**src/design/lapf_pkg.sv**
```systemverilog
// Shared types and constants for the Laplacian luma filter.
package lapf_pkg;

  // Field widths
  localparam int LUMA_W     = 8;
  localparam int POS_W      = 9;
  localparam int CFG_IDX_W  = 1;
  localparam int CFG_DATA_W = 10;
  localparam int OUT_DATA_W = 32;
  localparam int OUT_USED_W = 2 * POS_W + LUMA_W;

  // Register indexes
  localparam logic [CFG_IDX_W-1:0] CFG_FRAME_WIDTH  = 1'b0;
  localparam logic [CFG_IDX_W-1:0] CFG_FRAME_HEIGHT = 1'b1;

  // Register reset value and smallest usable frame size
  localparam logic [CFG_DATA_W-1:0] SIZE_RESET = 10'd512;
  localparam int                    SIZE_MIN   = 3;

  // Mid-scale offset added to the Laplacian
  localparam logic [LUMA_W-1:0] BIAS = 8'd128;

  // Per-sample control captured at the input register
  typedef struct packed {
    logic [POS_W-1:0]  x;
    logic [POS_W-1:0]  y;
    logic [POS_W-1:0]  py;
    logic [LUMA_W-1:0] luma;
    logic              has_a;
    logic              last_line;
    logic              border;
    logic              done_a;
    logic              done_b;
  } pix_ctl_t;

  // Neighbours read from the line stores and window
  typedef struct packed {
    logic [LUMA_W-1:0] up;
    logic [LUMA_W-1:0] centre;
    logic [LUMA_W-1:0] left;
    logic [LUMA_W-1:0] right;
  } taps_t;

  // One result beat
  typedef struct packed {
    logic [POS_W-1:0]  x;
    logic [POS_W-1:0]  y;
    logic [LUMA_W-1:0] value;
    logic              run_end;
    logic              frame_done;
  } result_t;

endpackage

```
**src/design/lapf_kernel.sv**
```systemverilog
// Laplacian arithmetic and result selection for one sample.
module lapf_kernel (
  input  lapf_pkg::pix_ctl_t ctl,
  input  lapf_pkg::taps_t    taps,
  output lapf_pkg::result_t  res0,
  output lapf_pkg::result_t  res1,
  output logic [1:0]         n_res
);

  logic [lapf_pkg::LUMA_W-1:0] lap;
  lapf_pkg::result_t           res_a;
  lapf_pkg::result_t           res_b;

  // Sum of four neighbours minus four centres plus offset, wrapping at 8 bits
  assign lap = taps.up + ctl.luma + taps.left + taps.right + lapf_pkg::BIAS
             - {taps.centre[lapf_pkg::LUMA_W-3:0], 2'b00};

  // Result for the pixel one line up
  always_comb begin
    res_a.x          = ctl.x;
    res_a.y          = ctl.py;
    res_a.value      = ctl.border ? '0 : lap;
    res_a.run_end    = !ctl.last_line;
    res_a.frame_done = ctl.done_a;
  end

  // Border result for the pixel itself on the last line
  always_comb begin
    res_b.x          = ctl.x;
    res_b.y          = ctl.y;
    res_b.value      = '0;
    res_b.run_end    = 1'b1;
    res_b.frame_done = ctl.done_b;
  end

  assign res0  = ctl.has_a ? res_a : res_b;
  assign res1  = res_b;
  assign n_res = {1'b0, ctl.has_a} + {1'b0, ctl.last_line};

endmodule

```
**config.mk**
```make
export PLATFORM = sky130hd
export DESIGN_NAME = lapf_kernel
export DESIGN_NICKNAME = d
export VERILOG_FILES = /design/src/design/lapf_pkg.sv /design/src/design/lapf_kernel.sv
export SDC_FILE = /design/constraint.sdc
export NUM_CORES = 1
export LEC_CHECK = 0
export BUFFER_PORTS_ARGS = -buffer_cell sky130_fd_sc_hd__clkbuf_2
export CAP_MARGIN = 20
export CELL_PAD_IN_SITES_DETAIL_PLACEMENT = 0
export CELL_PAD_IN_SITES_GLOBAL_PLACEMENT = 1
export CORE_MARGIN = 3
export CORE_UTILIZATION = 25
export DETAILED_ROUTE_END_ITERATION = 8
export PLACE_DENSITY_LB_ADDON = 0.3
export REMOVE_ABC_BUFFERS = 1
export SYNTH_ARGS = -nofsm -noshare
export SYNTH_HDL_FRONTEND = slang
export SYNTH_SLANG_ARGS = --single-unit
```
**constraint.sdc**
```tcl
create_clock -name vclk -period 3.1
set_input_delay 0.155 -clock vclk [all_inputs]
set_output_delay 0.155 -clock vclk [all_outputs]
set_load 0.005 [all_outputs]
```
# Word-level counts from Yosys, hierarchy flattened
# Index checks and enable logic that the tools add are counted.
# Widths: inputs -> output; s select.
# totals
regBits,0
output_inout_bits,58
in_bits,72
word_cells,9
# op_classes
n_reduce_logical,1
muxes,2
n_addsub,6
# op_table
operator,count
$add 8x8->8,3
$mux 19,1
$add 8x8->8 const B,1
$mux 8,1
$sub 8x8->8,1
$add 1x1->2,1
$logic_not 1->1,1

# Longest topological paths before layout
# logic_depth
ltp_word,7
ltp_mapped,14

# Least setup slack after synthesis
# OpenSTA, ideal clock, no wires.
# synth_path
kind,in2out
startpoint,input port ctl[7] (netlist name)
endpoint,output port res0[8] (netlist name)
setup_slack_ns,0.163
stages,12
n_path_buf,0
arrival_time_ns,2.782
required_ns,2.945
path_cell_list,fa_1 -> fa_1 -> inv_1 -> fa_1 -> inv_1 -> ha_1 -> inv_1 -> fa_1 -> o21bai_1 -> a21oi_1 -> xor2_1 -> nor2_1
# synth_lines
item,line,rtl
"start, declared",lapf_kernel.sv:3,"input lapf_pkg::pix_ctl_t ctl,"
"end, declared",lapf_kernel.sv:5,"output lapf_pkg::result_t res0,"

==> impl_metrics.json <==
{
  "drtIter0Drc": 5,
  "drc": 0,
  "rsz0062_at_grt": "yes",
  "synth-compound-area-share": 0.03184,
  "drv_cap": 0,
  "start_util": 0.2704,
  "routabilityCongestion": 0.6181,
  "final_common_cell": "clkbuf_2",
  "ys_seq_area_frac": 0,
  "grt_max_degree": 14,
  "dieArea_um2": 6258,
  "end_kind": "output pin",
  "coreArea_um2": 4942,
  "io_pins": 130,
  "status": "complete, no violations",
  "wirelength_mm": 3.168,
  "routedWlPerCell_um": 10.92,
  "fin_crit_sh": 0.9884,
  "hold_violations": 0,
  "final_cell_count_no_fill": 290,
  "p_total_uw": 681.4,
  "overflow": 0,
  "min_path_cells": 0,
  "synthAdderAreaFrac": 0.4195,
  "drive_gt1_frac": 0.5381,
  "worst_slack_ns": 0.03606,
  "place_inst": 289,
  "leakagePower_nw": 1.035,
  "finalSetupViolations": 0,
  "hp-start": "ctl[37]",
  "place.detailed.hpwl_mm": 3.052,
  "min_period_ns": 3.064,
  "synth_xor_area_frac": 0.08801,
  "max_freq_mhz": 326.4,
  "synth.cell_area_um2": 1336,
  "num_antenna_cells": 0,
  "grt_first_pass_wirelength_mm": 4.719,
  "powerDensity_nw_per_um2": 395.8,
  "nNetsFinal": 331,
  "ant_nets": 0,
  "die_x_um": 79.11,
  "hold_buffers": 0,
  "cp.arrival_ns": 2.91,
  "hold_ws_ns": 0.3100,
  "rows": 25,
  "pre_cts_slack_ns": -0.1565,
  "syn_inst": 158,
  "yosysTopAreaCellShare": 0.2697,
  "layout_common_cells": "clkbuf_2 (89), inv_1 (40), fa_1 (16), ha_1 (12), mux2_2 (10)",
  "yosys_warnings": 0,
  "min-delay-path-class": "in -> out",
  "ff_latch_area_um2": 0,
  "synth.area.mux_share": 0.08427,
  "synth_top_family_by_area": "adder cells",
  "synthSimpleGateAreaFrac": 0.03090,
  "start_kind": "input pin",
  "drv_slew": 0,
  "grt_pass1_vias": 1151,
  "seq_cell_count": 0,
  "ys_types": 18,
  "synth_area_leaders": "fa_1 (27%), buf_4 (21%), ha_1 (15%), inv_1 (13%), mux2_2 (8.4%)",
  "ir_drop_mv": 0.1874,
  "yosys.area.top_type": "fa_1",
  "track_usage": 0.09251,
  "hold_end": "res0[25]",
  "port_buffers": 92,
  "area_growth_pct": 28.84,
  "avgViaCountPerCell": 3.872,
  "vias": 1123,
  "avgSynthCellArea_um2": 8.457,
  "dr.pass1.iters": 2,
  "grt_antenna_before_repair": 0,
  "fin_tns_setup_ns": 0,
  "worst-setup-path-type": "in -> out",
  "n_clock_buffer": 0,
  "critical_path_required_ns": 2.94,
  "path_max_fanout": 2,
  "dieHeight_um": 79.11
}
kinds of logic (layout without fill, tap and decap cells):
family,after synthesis,count (layout)
XOR/XNOR,11,11
other,2,9
buffers and inverters,84,142
adder cells (fa/ha/maj),34,34
AO/OA/AOI/OAI,7,7
AND/OR/NAND/NOR,10,10
multiplexers,10,10
critical path: stages:
cell and delay, ns:
clkbuf_2 0.09, fa_1 0.49, fa_1 0.49, inv_1 0.05, fa_1 0.44, inv_2 0.08
ha_4 0.13, inv_2 0.04, fa_2 0.35, o21bai_1 0.13, a21oi_1 0.09, xor2_1 0.14
nor2_1 0.10, buf_2 0.13
metrics by stage:
step | cell area, µm² | util
detailed placement | 1652 | 0.3342
finish | 1722 | 0.3484
global placement | 1652 | 0.3342
CTS | 1677 | 0.3392
global route | 1722 | 0.3484
floorplan | 1077 | -
synthesized netlist by cell type:
| cell type | n |
|---|---|
| nand2b_1 | 1 |
| conb_1 | 2 |
| o21ai_0 | 1 |
| ha_1 | 16 |
| clkbuf_1 | 2 |
| a21o_1 | 1 |
| nor2_1 | 8 |
| inv_1 | 45 |
| mux2_2 | 10 |
| a21oi_1 | 3 |
| nand3_1 | 1 |
| xnor2_1 | 6 |
| xnor2_2 | 1 |
| o21bai_1 | 2 |
| fa_1 | 18 |
| xnor3_1 | 1 |
| buf_4 | 37 |
| xor2_1 | 3 |
layer usage:
layer | up-vias | wire length, µm | GRT usage
li1 | 544 | - | -
met1 | 481 | 983 | 0.07612
met2 | 98 | 1663 | 0.2071
met3 | 0 | 521 | 0.03741
met4 | 0 | 0 | 0
met5 | - | 0 | 0
repair_timing:
item	CTS	global route
setup endpoints to repair	4	3
setup buffers	1	0
gates resized for setup	6	12
pin swaps	12	13
layout make-up:
class	count	area, µm²
fillers	545	3221
multi-input cells	81	967.2
repair buffers	97	501.7
well taps	67	83.83
inverters	45	168.9
power by group:
part / switching, mW / internal, mW
Combinational: 0.317 / 0.364
Clock: 0 / 0
Sequential: 0 / 0
worst max-delay path by stage:
stage	from	endpoint	slack (ns)
floorplan	ctl[7]	res0[8]	0.16
global placement	ctl[7]	res0[8]	-0.13
detailed placement	ctl[7]	res0[8]	-0.16
CTS	taps[16]	res0[8]	-0.04
global route	ctl[7]	res0[8]	-0.12
finish	ctl[7]	res0[8]	0.04
(Power assumes the default switching activity.)
