===== src/design/lapf_pkg.sv =====
// Shared types and constants for the Laplacian luma filter.
package lapf_pkg;

  // Field widths
  localparam int LUMA_W     = 8;
  localparam int POS_W      = 9;
  localparam int CFG_IDX_W  = 1;
  localparam int CFG_DATA_W = 10;
  localparam int OUT_DATA_W = 32;
  localparam int OUT_USED_W = 2 * POS_W + LUMA_W;

  // Register indexes
  localparam logic [CFG_IDX_W-1:0] CFG_FRAME_WIDTH  = 1'b0;
  localparam logic [CFG_IDX_W-1:0] CFG_FRAME_HEIGHT = 1'b1;

  // Register reset value and smallest usable frame size
  localparam logic [CFG_DATA_W-1:0] SIZE_RESET = 10'd512;
  localparam int                    SIZE_MIN   = 3;

  // Mid-scale offset added to the Laplacian
  localparam logic [LUMA_W-1:0] BIAS = 8'd128;

  // Per-sample control captured at the input register
  typedef struct packed {
    logic [POS_W-1:0]  x;
    logic [POS_W-1:0]  y;
    logic [POS_W-1:0]  py;
    logic [LUMA_W-1:0] luma;
    logic              has_a;
    logic              last_line;
    logic              border;
    logic              done_a;
    logic              done_b;
  } pix_ctl_t;

  // Neighbours read from the line stores and window
  typedef struct packed {
    logic [LUMA_W-1:0] up;
    logic [LUMA_W-1:0] centre;
    logic [LUMA_W-1:0] left;
    logic [LUMA_W-1:0] right;
  } taps_t;

  // One result beat
  typedef struct packed {
    logic [POS_W-1:0]  x;
    logic [POS_W-1:0]  y;
    logic [LUMA_W-1:0] value;
    logic              run_end;
    logic              frame_done;
  } result_t;

endpackage


===== src/design/lapf_out_buf.sv =====
// Two-entry result register that drains one beat per cycle while out_tready is high.
module lapf_out_buf (
  input  logic              clk,
  input  logic              rst_n,
  input  logic              s1_vld,
  input  logic [1:0]        n_res,
  input  lapf_pkg::result_t res0,
  input  lapf_pkg::result_t res1,
  output logic              s1_take,
  output logic              out_tvalid,
  input  logic              out_tready,
  output lapf_pkg::result_t head
);

  logic [1:0]        cnt_r;
  logic [1:0]        cnt_nxt;
  lapf_pkg::result_t a_r;
  lapf_pkg::result_t a_nxt;
  lapf_pkg::result_t b_r;
  lapf_pkg::result_t b_nxt;
  logic              pop;
  logic              load;

  assign out_tvalid = (cnt_r != 2'd0);
  assign pop        = out_tvalid && out_tready;

  // Take the sample when its results fit behind what drains this cycle
  assign s1_take = s1_vld && ((n_res == 2'd0) || (cnt_r == 2'd0) ||
                              ((cnt_r == 2'd1) && pop));
  assign load    = s1_take && (n_res != 2'd0);

  always_comb begin
    cnt_nxt = cnt_r;
    a_nxt   = a_r;
    b_nxt   = b_r;
    if (load) begin
      cnt_nxt = n_res;
      a_nxt   = res0;
      b_nxt   = res1;
    end else if (pop) begin
      cnt_nxt = cnt_r - 2'd1;
      a_nxt   = b_r;
    end
  end

  always_ff @(posedge clk) begin
    if (!rst_n) begin
      cnt_r <= '0;
    end else begin
      cnt_r <= cnt_nxt;
    end
  end

  always_ff @(posedge clk) begin
    a_r <= a_nxt;
    b_r <= b_nxt;
  end

  assign head = a_r;

  a_cnt_range: assert property (@(posedge clk) disable iff (!rst_n)
    cnt_r != 2'd3)
    else $error("result count out of range");

  a_pair_drain: assert property (@(posedge clk) disable iff (!rst_n)
    (cnt_r == 2'd2) && pop |=> (cnt_r == 2'd1))
    else $error("pair did not drain to one entry");

  a_load_empty: assert property (@(posedge clk) disable iff (!rst_n)
    load |-> ((cnt_r == 2'd0) || pop))
    else $error("results loaded over a pending beat");

endmodule

===== config.mk =====
export PLATFORM = sky130hd
export DESIGN_NAME = lapf_out_buf
export DESIGN_NICKNAME = d
export VERILOG_FILES = /design/src/design/lapf_pkg.sv /design/src/design/lapf_out_buf.sv
export SDC_FILE = /design/constraint.sdc
export NUM_CORES = 1
export LEC_CHECK = 0
export ABC_AREA = 1
export BUFFER_PORTS_ARGS = -buffer_cell sky130_fd_sc_hd__buf_2
export CELL_PAD_IN_SITES_DETAIL_PLACEMENT = 1
export CELL_PAD_IN_SITES_GLOBAL_PLACEMENT = 1
export CORE_UTILIZATION = 36
export DETAILED_ROUTE_END_ITERATION = 6
export GPL_ROUTABILITY_DRIVEN = 0
export GPL_TIMING_DRIVEN = 0
export PLACE_DENSITY = 0.76
export SETUP_SLACK_MARGIN = 0.02
export SYNTH_ARGS = -nofsm -noshare
export SYNTH_HDL_FRONTEND = slang
export SYNTH_SLANG_ARGS = --single-unit

===== constraint.sdc =====
create_clock -name clk -period 2.52 [get_ports clk]
set_clock_uncertainty 0.05 [all_clocks]
set_input_delay 0.63 -clock clk [delete_from_list [all_inputs] [get_ports clk]]
set_output_delay 0.63 -clock clk [all_outputs]
set_load 0.03 [all_outputs]

# == Word-level counts from Yosys, hierarchy flattened ==
# Cells that the tools add are included.
# word_totals
regBits,58
inputBits,62
out_inout_bits,30
elab_cells,28
# op_classes
addsub,1
n_eq_ne,1
mux,4
n_reduce_logical,11
# op_table
cell,n
two-way mux 28 bit,2
nonzero test 2 bit,3
logical AND 1 bit,4
zero test 2 bit,2
two-way mux 2 bit,2
== test 2 x 1 -> 1 bit (second input constant),1
logical OR 1 bit,2
subtractor 2 x 1 -> 2 bit (second input constant),1

# == Depth between registers and ports, before layout ==
# Gate-level depths: netlist (run 1).
# logic_depth
ltp_word,7
mapped_depth,10
depth_no_buf,10

# == Least setup slack after synthesis (run 1) ==
# OpenSTA, ideal clock, no wires.
# synth_timing
path_kind,register -> register
start,register cnt_r[0]
end,"register a_r (netlist bit head[0]), enable pin"
setup_ns,0.456
arrival_time_ns,1.560
required_ns,2.014
slack_ns,0.454
stages_incl_launch_ff,7
n_path_buf,0
period_less_slack_ns,2.066
cell_sequence,dfxtp_1 -> inv_1 -> ha_1 -> inv_1 -> nand3_2 -> nand3_2 -> nand2_1
# synth_between
elab_chain_len,7
elab_cells_between_ends,10
classes_between,1 x eq/ne; 9 x reduce/logical
# synth_lines
item,line,rtl
from (decl),lapf_out_buf.sv:15,logic [1:0] cnt_r;
from (signal assigned),lapf_out_buf.sv:50,cnt_r <= cnt_nxt;
nonzero test 2 bit *,lapf_out_buf.sv:24,assign out_tvalid = (cnt_r != 2'd0);
via out_tvalid,lapf_out_buf.sv:10,"output logic out_tvalid,"
logical AND 1 bit *,lapf_out_buf.sv:25,assign pop = out_tvalid && out_tready;
logical AND 1 bit,lapf_out_buf.sv:29,((cnt_r == 2'd1) && pop));
logical OR 1 bit,lapf_out_buf.sv:28,assign s1_take = s1_vld && ((n_res == 2'd0) || (cnt_r == 2'd0) ||
logical AND 1 bit,lapf_out_buf.sv:28,
logical AND 1 bit,lapf_out_buf.sv:30,assign load = s1_take && (n_res != 2'd0);
nonzero test 2 bit (no line) *,-,
to (signal assigned),lapf_out_buf.sv:55,a_r <= a_nxt;
to (decl),lapf_out_buf.sv:17,lapf_pkg::result_t a_r;
# Mark *: on every way through the listed nets, which the timed path passes. The rest lies on a longest branch.
# A chain may end at the register's enable or synchronous reset.

# == Worst setup path in the final report (run 1) ==
# layout_timing
start,register cnt_r[0]
end,output port s1_take
# layout_between
elab_chain_len,5
elab_cells_between_ends,8
classes_between,1 x eq/ne; 7 x reduce/logical
# layout_lines
item,line,rtl
nonzero test 2 bit,lapf_out_buf.sv:24,
logical AND 1 bit,lapf_out_buf.sv:25,
logical AND 1 bit,lapf_out_buf.sv:29,
logical OR 1 bit *,lapf_out_buf.sv:28,
logical AND 1 bit *,lapf_out_buf.sv:28,
to (decl),lapf_out_buf.sv:9,"output logic s1_take,"
# Mark *: on every way between the ends. The rest lies on a longest branch, timed or not.

==> results of run 1 <==
[flip-flops by register name (all words and copies together) (netlist names)]
register	cells
cnt_r	2
b_r	28
head	28
[power breakdown]
group / switching [mW] / leakage (nW) / internal (mW)
logic: 0.465 / 0.746 / 0.178
registers: 0.0351 / 0.553 / 1.27
clock network: 0.350 / 0.118 / 0.646
[cell usage after synthesis (all sizes together)]
master / instances
buf: 6
dfxtp: 2
edfxtp: 56
ha: 2
inv: 10
nand2: 95
nand3: 5
nor2: 3
o21ai: 1
[cell type report]
type,count,area [µm²],share of cell area
Clock inverter,7,108,0.0356
Tap cell,75,93.8,0.0311
Inverter,10,37.5,0.0124
Clock buffer,9,124,0.0410
Buffer,6,42.5,0.0141
Multi-Input combinational cell,106,438,0.145
Sequential cell,58,1720,0.570
Timing Repair Buffer,91,455,0.151
[kinds of logic after synthesis]
| family | after synthesis | share of synthesized area |
|---|---|---|
| DFF | 58 | 0.770 |
| and+or+nand+nor | 103 | 0.181 |
| buffers and inverters | 16 | 0.0358 |
| AOI/OAI and AO/OA | 1 | 0.00223 |
| adders and majority gates | 2 | 0.0112 |
[repair_timing]
action / in CTS / in global routing
endpoints found under the hold margin: 0 / 0
endpoints found under the setup margin: 0 / 29
resized for setup: 0 / 1
[critical path: stages (launching register included)]
cell and delay [ps]:
dfxtp_1 330, inv_1 70, ha_1 190, inv_1 90, nand3_2 110, nand2_1 70
inv_1 50, buf_2 170
[final timing paths]
kind	start	slack (ps)	depth (start not counted)	end
worst max register to register	cnt_r[0]	510	7	b_r[15]
worst min-delay path	res1[8]	430	1	b_r[8]
worst min register to register	b_r[2]	470	2	head[2]
worst max-delay path	cnt_r[0]	430	7	s1_take
[metrics by stage]
| stage | setup slack (ps) | std cells | power [mW] | cell area (µm²) |
|---|---|---|---|---|
| 2_1_floorplan | 454 | 180 | 1.76 | 2240 |
| 3_3_place_gp | 14.6 | 346 | 1.95 | 2790 |
| 3_5_place_dp | -32.2 | 346 | 1.98 | 2790 |
| 4_1_cts | 164 | 362 | 2.99 | 3020 |
| 5_1_grt | 246 | 362 | 3.08 | 3020 |
| 6_report | 430 | 362 | 2.94 | 3020 |
[layer usage]
| metal | routed length [µm] | vias to the layer above | share of wire |
|---|---|---|---|
| li1 | - | 794 | - |
| met5 | 0 | - | 0 |
| met4 | 89 | 0 | 0.019 |
| met1 | 1700 | 751 | 0.37 |
| met2 | 2520 | 50 | 0.55 |
| met3 | 264 | 8 | 0.058 |
==> impl_metrics.toml, run 1 <==
[outcome]
outcome = "complete, no violations"

[layout]
fillers = 688
diodes = 0
area_delta_synth_final_pct = 35.0
most-common-layout-cells = "buf_2, nand2_1, edfxtp_1"
nNetsFinal = 346
final_common_cell = "buf_2"
fin_util = 0.507
drive_gt1_frac = 0.411

[sta]
hold_viol = 0
finalCritPeriodShare = 0.829
setup_viol = 0
worstMarginPinSlew_ps = 739
max_freq_mhz = 478
relSlewSlack = 0.508
period_needed_ps = 2090
rsz0062_at_grt = "false"
finalMaxSlewViolations = 0
hold_ws_ps = 427
tns_ps = 0

[setup_path]
required_ps = 1840
criticalPathCategory = "reg2out"
cp_max_fo = 3
cp.arrival_ps = 1410
worstSetupStartpointType = "flop"
crit_path_end_kind = "primary output"

[cts]
postCtsSetupRepairBufs = 0
ctsHoldBuffers = 0
cts-root-buf = "clkbuf_8"
clkSlewWorstSetupHoldPaths_ps = 70
insertion_delay_ps = 320
clock_sinks = 58
ctsLongestPathBuffers = 2
ctsHtreeMaxLevel = 3
cts_made_buffers = 9
cts_tree = "done"

[synthesis]
syn_area_mm2 = 0.00224
yosysTopAreaCell = "edfxtp_1"
syn_avg_cell_area_um2 = 12.4
ys_seq_area_frac = 0.770
synth_seq_cells = 58
synth_warnings = 0
synth.distinct_cells = 13
synthCells = 180
synth_top_area_frac = 0.752
syn_nets = 244
synth.area.top_cells = "edfxtp_1, nand2_1, dfxtp_1"

[route]
drt_iter0_drc = 65
vias_per_cell = 4.43
drtAntennaViolNets = 0
dr.pass1.iters = 4
wire_per_inst_um = 12.6
drcViolationCount = 0
drt-total-wl_um = 4570
vias = 1603

[grt]
antenna_found_initial = 0
grt_max_degree = 38
use_met1 = 0.148
grt.busiest_layer = "met2"
grt_pass1_vias = 1611
grt_usage = 0.150
grt.met2_usage = 0.283
grt_pass1_wl_um = 7010
grt-ovfl-total = 0
grt.met3_usage = 0.0371

[job]
maxCapViolations = 0

[place]
io_buffers = 91
dp_hpwl_um = 3330

[floorplanning]
die_w_um = 80.8
start_util = 0.376
rows = 28
die_h_um = 80.8
ioPinCount = 92
dieArea_mm2 = 0.00653
coreArea_mm2 = 0.00596

[min_path]
hp-class = "in2reg"

[power]
powerDensity_mw_per_mm2 = 974
leakage_nw = 1.42
max-vdd-ir-drop_uv = 488
(Power assumes the default switching activity.)
==> inputs of run 2 (changes only) <==
--- a/config.mk
+++ b/config.mk
@@ -9,11 +9,11 @@
 export BUFFER_PORTS_ARGS = -buffer_cell sky130_fd_sc_hd__buf_2
 export CELL_PAD_IN_SITES_DETAIL_PLACEMENT = 1
 export CELL_PAD_IN_SITES_GLOBAL_PLACEMENT = 1
-export CORE_UTILIZATION = 36
+export CORE_UTILIZATION = 33
 export DETAILED_ROUTE_END_ITERATION = 6
 export GPL_ROUTABILITY_DRIVEN = 0
 export GPL_TIMING_DRIVEN = 0
-export PLACE_DENSITY = 0.76
+export PLACE_DENSITY = 0.74
 export SETUP_SLACK_MARGIN = 0.02
 export SYNTH_ARGS = -nofsm -noshare
 export SYNTH_HDL_FRONTEND = slang
==> constraint.sdc (replaced) <==
create_clock -name clk -period 1.79 [get_ports clk]
set_clock_uncertainty 0.05 [all_clocks]
set_input_delay 0.4475 -clock clk [delete_from_list [all_inputs] [get_ports clk]]
set_output_delay 0.4475 -clock clk [all_outputs]
set_load 0.03 [all_outputs]
==> impl_metrics.toml, run 2 (synthesis gave the netlist of run 1 again) <==
[setup_path]
criticalPathCategory = "reg2out"
cp_max_fo = 3
cp_cell_sequence = "inv_2, ha_2, nand2_2, nand3_4, nand2_2, inv_2, buf_6"
crit_path_end_kind = "primary output"
max_stage_delay_ps = 310
crit_slowest_cell = "dfxtp_2"
cp.arrival_ps = 1270
worstSetupStartpointType = "flop"
required_ps = 1290

[sta]
max_freq_mhz = 566
finalMaxSlewViolations = 0
rsz0062_at_grt = "true"
relSlewSlack = 0.731
worstMarginPinSlew_ps = 404
hold_ws_ps = 247
finalCritPeriodShare = 0.987
setup_ws_ps = 23.3
hold_viol = 0
period_needed_ps = 1770
setup_viol = 0

[layout]
multi_input_area_um2 = 470
drive_gt1_frac = 0.449
regArea_mm2 = 0.00172
nNetsFinal = 348
diodes = 0
most-common-layout-cells = "buf_2, nand2_1, edfxtp_1"
fillers = 728
area_delta_synth_final_pct = 34.7
design_area_mm2 = 0.00301
final_common_cell = "buf_2"
final_cells = 364
fin_util = 0.466

[place]
placed_area_mm2 = 0.00279
dp_slack_ps = -220
io_buffers = 91
dp.cells = 348
dp_hpwl_um = 3260

[floorplanning]
coreArea_mm2 = 0.00646
die_w_um = 84.3
die_h_um = 84.3
ioPinCount = 92
rows = 29
start_util = 0.346
dieArea_mm2 = 0.00711

[route]
vias = 1581
drcViolationCount = 7
drtAntennaViolNets = 0
wire_per_inst_um = 12.8
dr.pass1.iters = 7
vias_per_cell = 4.34
drt_iter0_drc = 87
drt-total-wl_um = 4670

[cts]
cts_made_buffers = 9
clock_sinks = 58
cts-root-buf = "clkbuf_8"
insertion_delay_ps = 320
clkSlewWorstSetupHoldPaths_ps = 70
cts_tree = "done"
ctsLongestPathBuffers = 2
ctsHtreeMaxLevel = 3

[power]
swShare = 0.320
seq_power_share = 0.487
p_switching_mw = 1.21
pwr-share-clk = 0.252
power.internal_mw = 2.56
leakage_nw = 1.40
comb_power_share = 0.261
max-vdd-ir-drop_uv = 499
powerDensity_mw_per_mm2 = 1250

[outcome]
outcome = "finished, violations left"
violations = "DRC"

[grt]
grt-ovfl-total = 0
antenna_found_initial = 0
grt_pass1_wl_um = 7370
grt_usage = 0.139
grt_pass1_vias = 1576
grt_max_degree = 38

[job]
maxCapViolations = 0

[min_path]
hp-class = "in2reg"
run 2: worst max-delay path, delay by kind of cell (launching register included):
kind	cells	cell delay [ps]
fa+ha+maj	1	190
flops	1	310
simple gates	3	180
buf+inv	3	260
run 2: worst paths after layout:
path	from	end	slack (ps)	cells past startpoint
max	cnt_r[1]	s1_take	20	7
min	res1[19]	b_r[19]	250	1
max reg2reg	cnt_r[1]	head[3]	110	6
min reg2reg	b_r[5]	head[5]	460	2
run 2: repair_timing:
item / 4_1_cts / 5_1_grt
setup buffers: 1 / 1
gates resized for setup: 12 / 8
hold buffers: 0 / 0
pin swaps: 3 / 2
cloned: 0 / 0
endpoints found under the setup margin: 60 / 67
run 2: layout make-up:
type,count,area share
inverters,10,0.0133
clock buffers,9,0.0411
clock inverters,5,0.00789
well taps,77,0.0320
flip-flops and latches,58,0.572
multi-input cells,106,0.156
plain buffers,6,0.0191
repair buffers,93,0.158
run 2: power groups by stage:
stage                     Combinational (mW)  Sequential [mW]  Clock [mW]
final                                  0.982             1.83       0.947
after global routing                    1.07             1.85        1.04
after CTS                              0.961             1.83       0.988
after detailed placement               0.930             1.86           0
after global placement                 0.909             1.85           0
after floorplan                        0.337             2.14           0
run 2: metal layers:
layer,track usage,routed length (µm),vias to the layer above
met5,0,0,-
met4,0.0693,56,0
met3,0.0501,372,7
met2,0.243,2430,55
met1,0.149,1810,721
li1,-,-,798
run 2: through the flow:
| stage | power, mW | TNS, ps |
|---|---|---|
| finish | 3.76 | 0 |
| global route | 3.96 | -641 |
| CTS | 3.78 | -1.08 |
| detailed placement | 2.79 | -9480 |
| global placement | 2.76 | -5350 |
| floorplan | 2.48 | 0 |
==> inputs of run 3 (changes only) <==
--- a/config.mk
+++ b/config.mk
@@ -9,11 +9,12 @@
 export BUFFER_PORTS_ARGS = -buffer_cell sky130_fd_sc_hd__buf_2
 export CELL_PAD_IN_SITES_DETAIL_PLACEMENT = 1
 export CELL_PAD_IN_SITES_GLOBAL_PLACEMENT = 1
+export CORE_ASPECT_RATIO = 0.7
 export CORE_UTILIZATION = 33
 export DETAILED_ROUTE_END_ITERATION = 6
 export GPL_ROUTABILITY_DRIVEN = 0
 export GPL_TIMING_DRIVEN = 0
-export PLACE_DENSITY = 0.74
+export PLACE_DENSITY_LB_ADDON = 0.05
 export SETUP_SLACK_MARGIN = 0.02
 export SYNTH_ARGS = -nofsm -noshare
 export SYNTH_HDL_FRONTEND = slang
==> impl_metrics.toml, run 3 (synthesis gave the netlist of run 1 again) <==
[outcome]
outcome = "complete, no violations"

[route]
vias_per_cell = 4.24
drcViolationCount = 0
dr.pass1.iters = 4
drt_iter0_drc = 30
drtAntennaViolNets = 0
drt-total-wl_um = 4800
wire_per_inst_um = 12.7
vias = 1607

[cts]
cts-root-buf = "clkbuf_8"
ctsHoldBuffers = 0
insertion_delay_ps = 330
cts_tree = "done"
clock_sinks = 58
ctsHtreeMaxLevel = 3
clkSlewWorstSetupHoldPaths_ps = 70
cts_made_buffers = 9
ctsLongestPathBuffers = 2

[place]
dp.cells = 362
dp_hpwl_um = 3370
dp_slack_ps = -195
io_buffers = 91

[floorplanning]
die_w_um = 100
coreArea_mm2 = 0.00640
dieArea_mm2 = 0.00712
rows = 24
ioPinCount = 92
die_h_um = 70.9
start_util = 0.350

[sta]
worstMarginPinSlew_ps = 400
hold_ws_ps = 228
hold_viol = 0
period_needed_ps = 1770
setup_ws_ps = 21.2
rsz0062_at_grt = "true"
finalCritPeriodShare = 0.988
finalMaxSlewViolations = 0
relSlewSlack = 0.733
setup_viol = 0
max_freq_mhz = 565
tns_ps = 0

[layout]
regArea_mm2 = 0.00172
final_cells = 379
diodes = 0
fin_util = 0.478
multi_input_area_um2 = 470
final_common_cell = "buf_2"
drive_gt1_frac = 0.444
most-common-layout-cells = "buf_2, nand2_1, edfxtp_1"
nNetsFinal = 347
area_delta_synth_final_pct = 36.5
fillers = 734

[setup_path]
crit_path_end_kind = "primary output"
worstSetupStartpointType = "flop"
criticalPathCategory = "reg2out"
required_ps = 1290
cp_max_fo = 3
cp.arrival_ps = 1270

[grt]
grt_pass1_wl_um = 7710
grt-ovfl-total = 0
grt_pass1_vias = 1643
grt_usage = 0.149
grt_max_degree = 38
antenna_found_initial = 0

[power]
max-vdd-ir-drop_uv = 477
powerDensity_mw_per_mm2 = 1290
leakage_nw = 1.41

[job]
maxCapViolations = 0

[min_path]
hp-class = "in2reg"
-- run 3: final timing paths --
check             startpoint       to  slack, ps  cells past startpoint
setup / recovery    cnt_r[1]  s1_take         20                      7
hold / removal       res1[1]   b_r[1]        230                      1
setup reg to reg    cnt_r[1]  b_r[17]        140                      7
hold reg to reg       b_r[3]  head[3]        470                      2
-- run 3: critical path, cell delays in order (launching register included) --
cell     delay, ps
dfxtp_1        300
inv_2           80
ha_2           170
nand2_2         60
nand3_4         90
nand2_2         50
inv_2           60
buf_6          120
-- run 3: layer usage --
metal	routed length, µm	global-route usage	share of wire	vias to the layer above
met5	0	0	0	-
met1	2000	0.170	0.42	738
met3	453	0.0751	0.094	10
met4	88	0.0725	0.018	0
met2	2260	0.234	0.47	61
li1	-	-	-	798
-- run 3: cell type report --
class,count,area share
plain buffers,6,0.0172
clock buffers,10,0.0418
clock inverters,6,0.0188
inverters,10,0.0123
multi-input cells,106,0.154
flip-flops and latches,58,0.564
well taps,91,0.0373
repair buffers,92,0.154
-- run 3: stage by stage --
step                total power, mW  instance area, µm²
finish                         3.95                3050
CTS                            3.97                3020
global placement               2.77                2810
global route                   4.16                3050
floorplan                      2.48                2240
detailed placement             2.80                2810
-- run 3: report_power, final --
part,total [mW],leakage [nW],internal (mW),switching [mW]
Sequential,1.83,0.554,1.78,0.0496
Clock,1.14,0.0974,0.633,0.511
Combinational,0.971,0.755,0.290,0.682
Total,3.95,1.41,2.70,1.24
-- run 3: what timing repair did --
item,CTS,global route
gates cloned,0,0
resized for setup,7,12
hold endpoints to repair,0,0
setup buffers,0,1
setup endpoints to repair,68,70
pin swaps,1,1
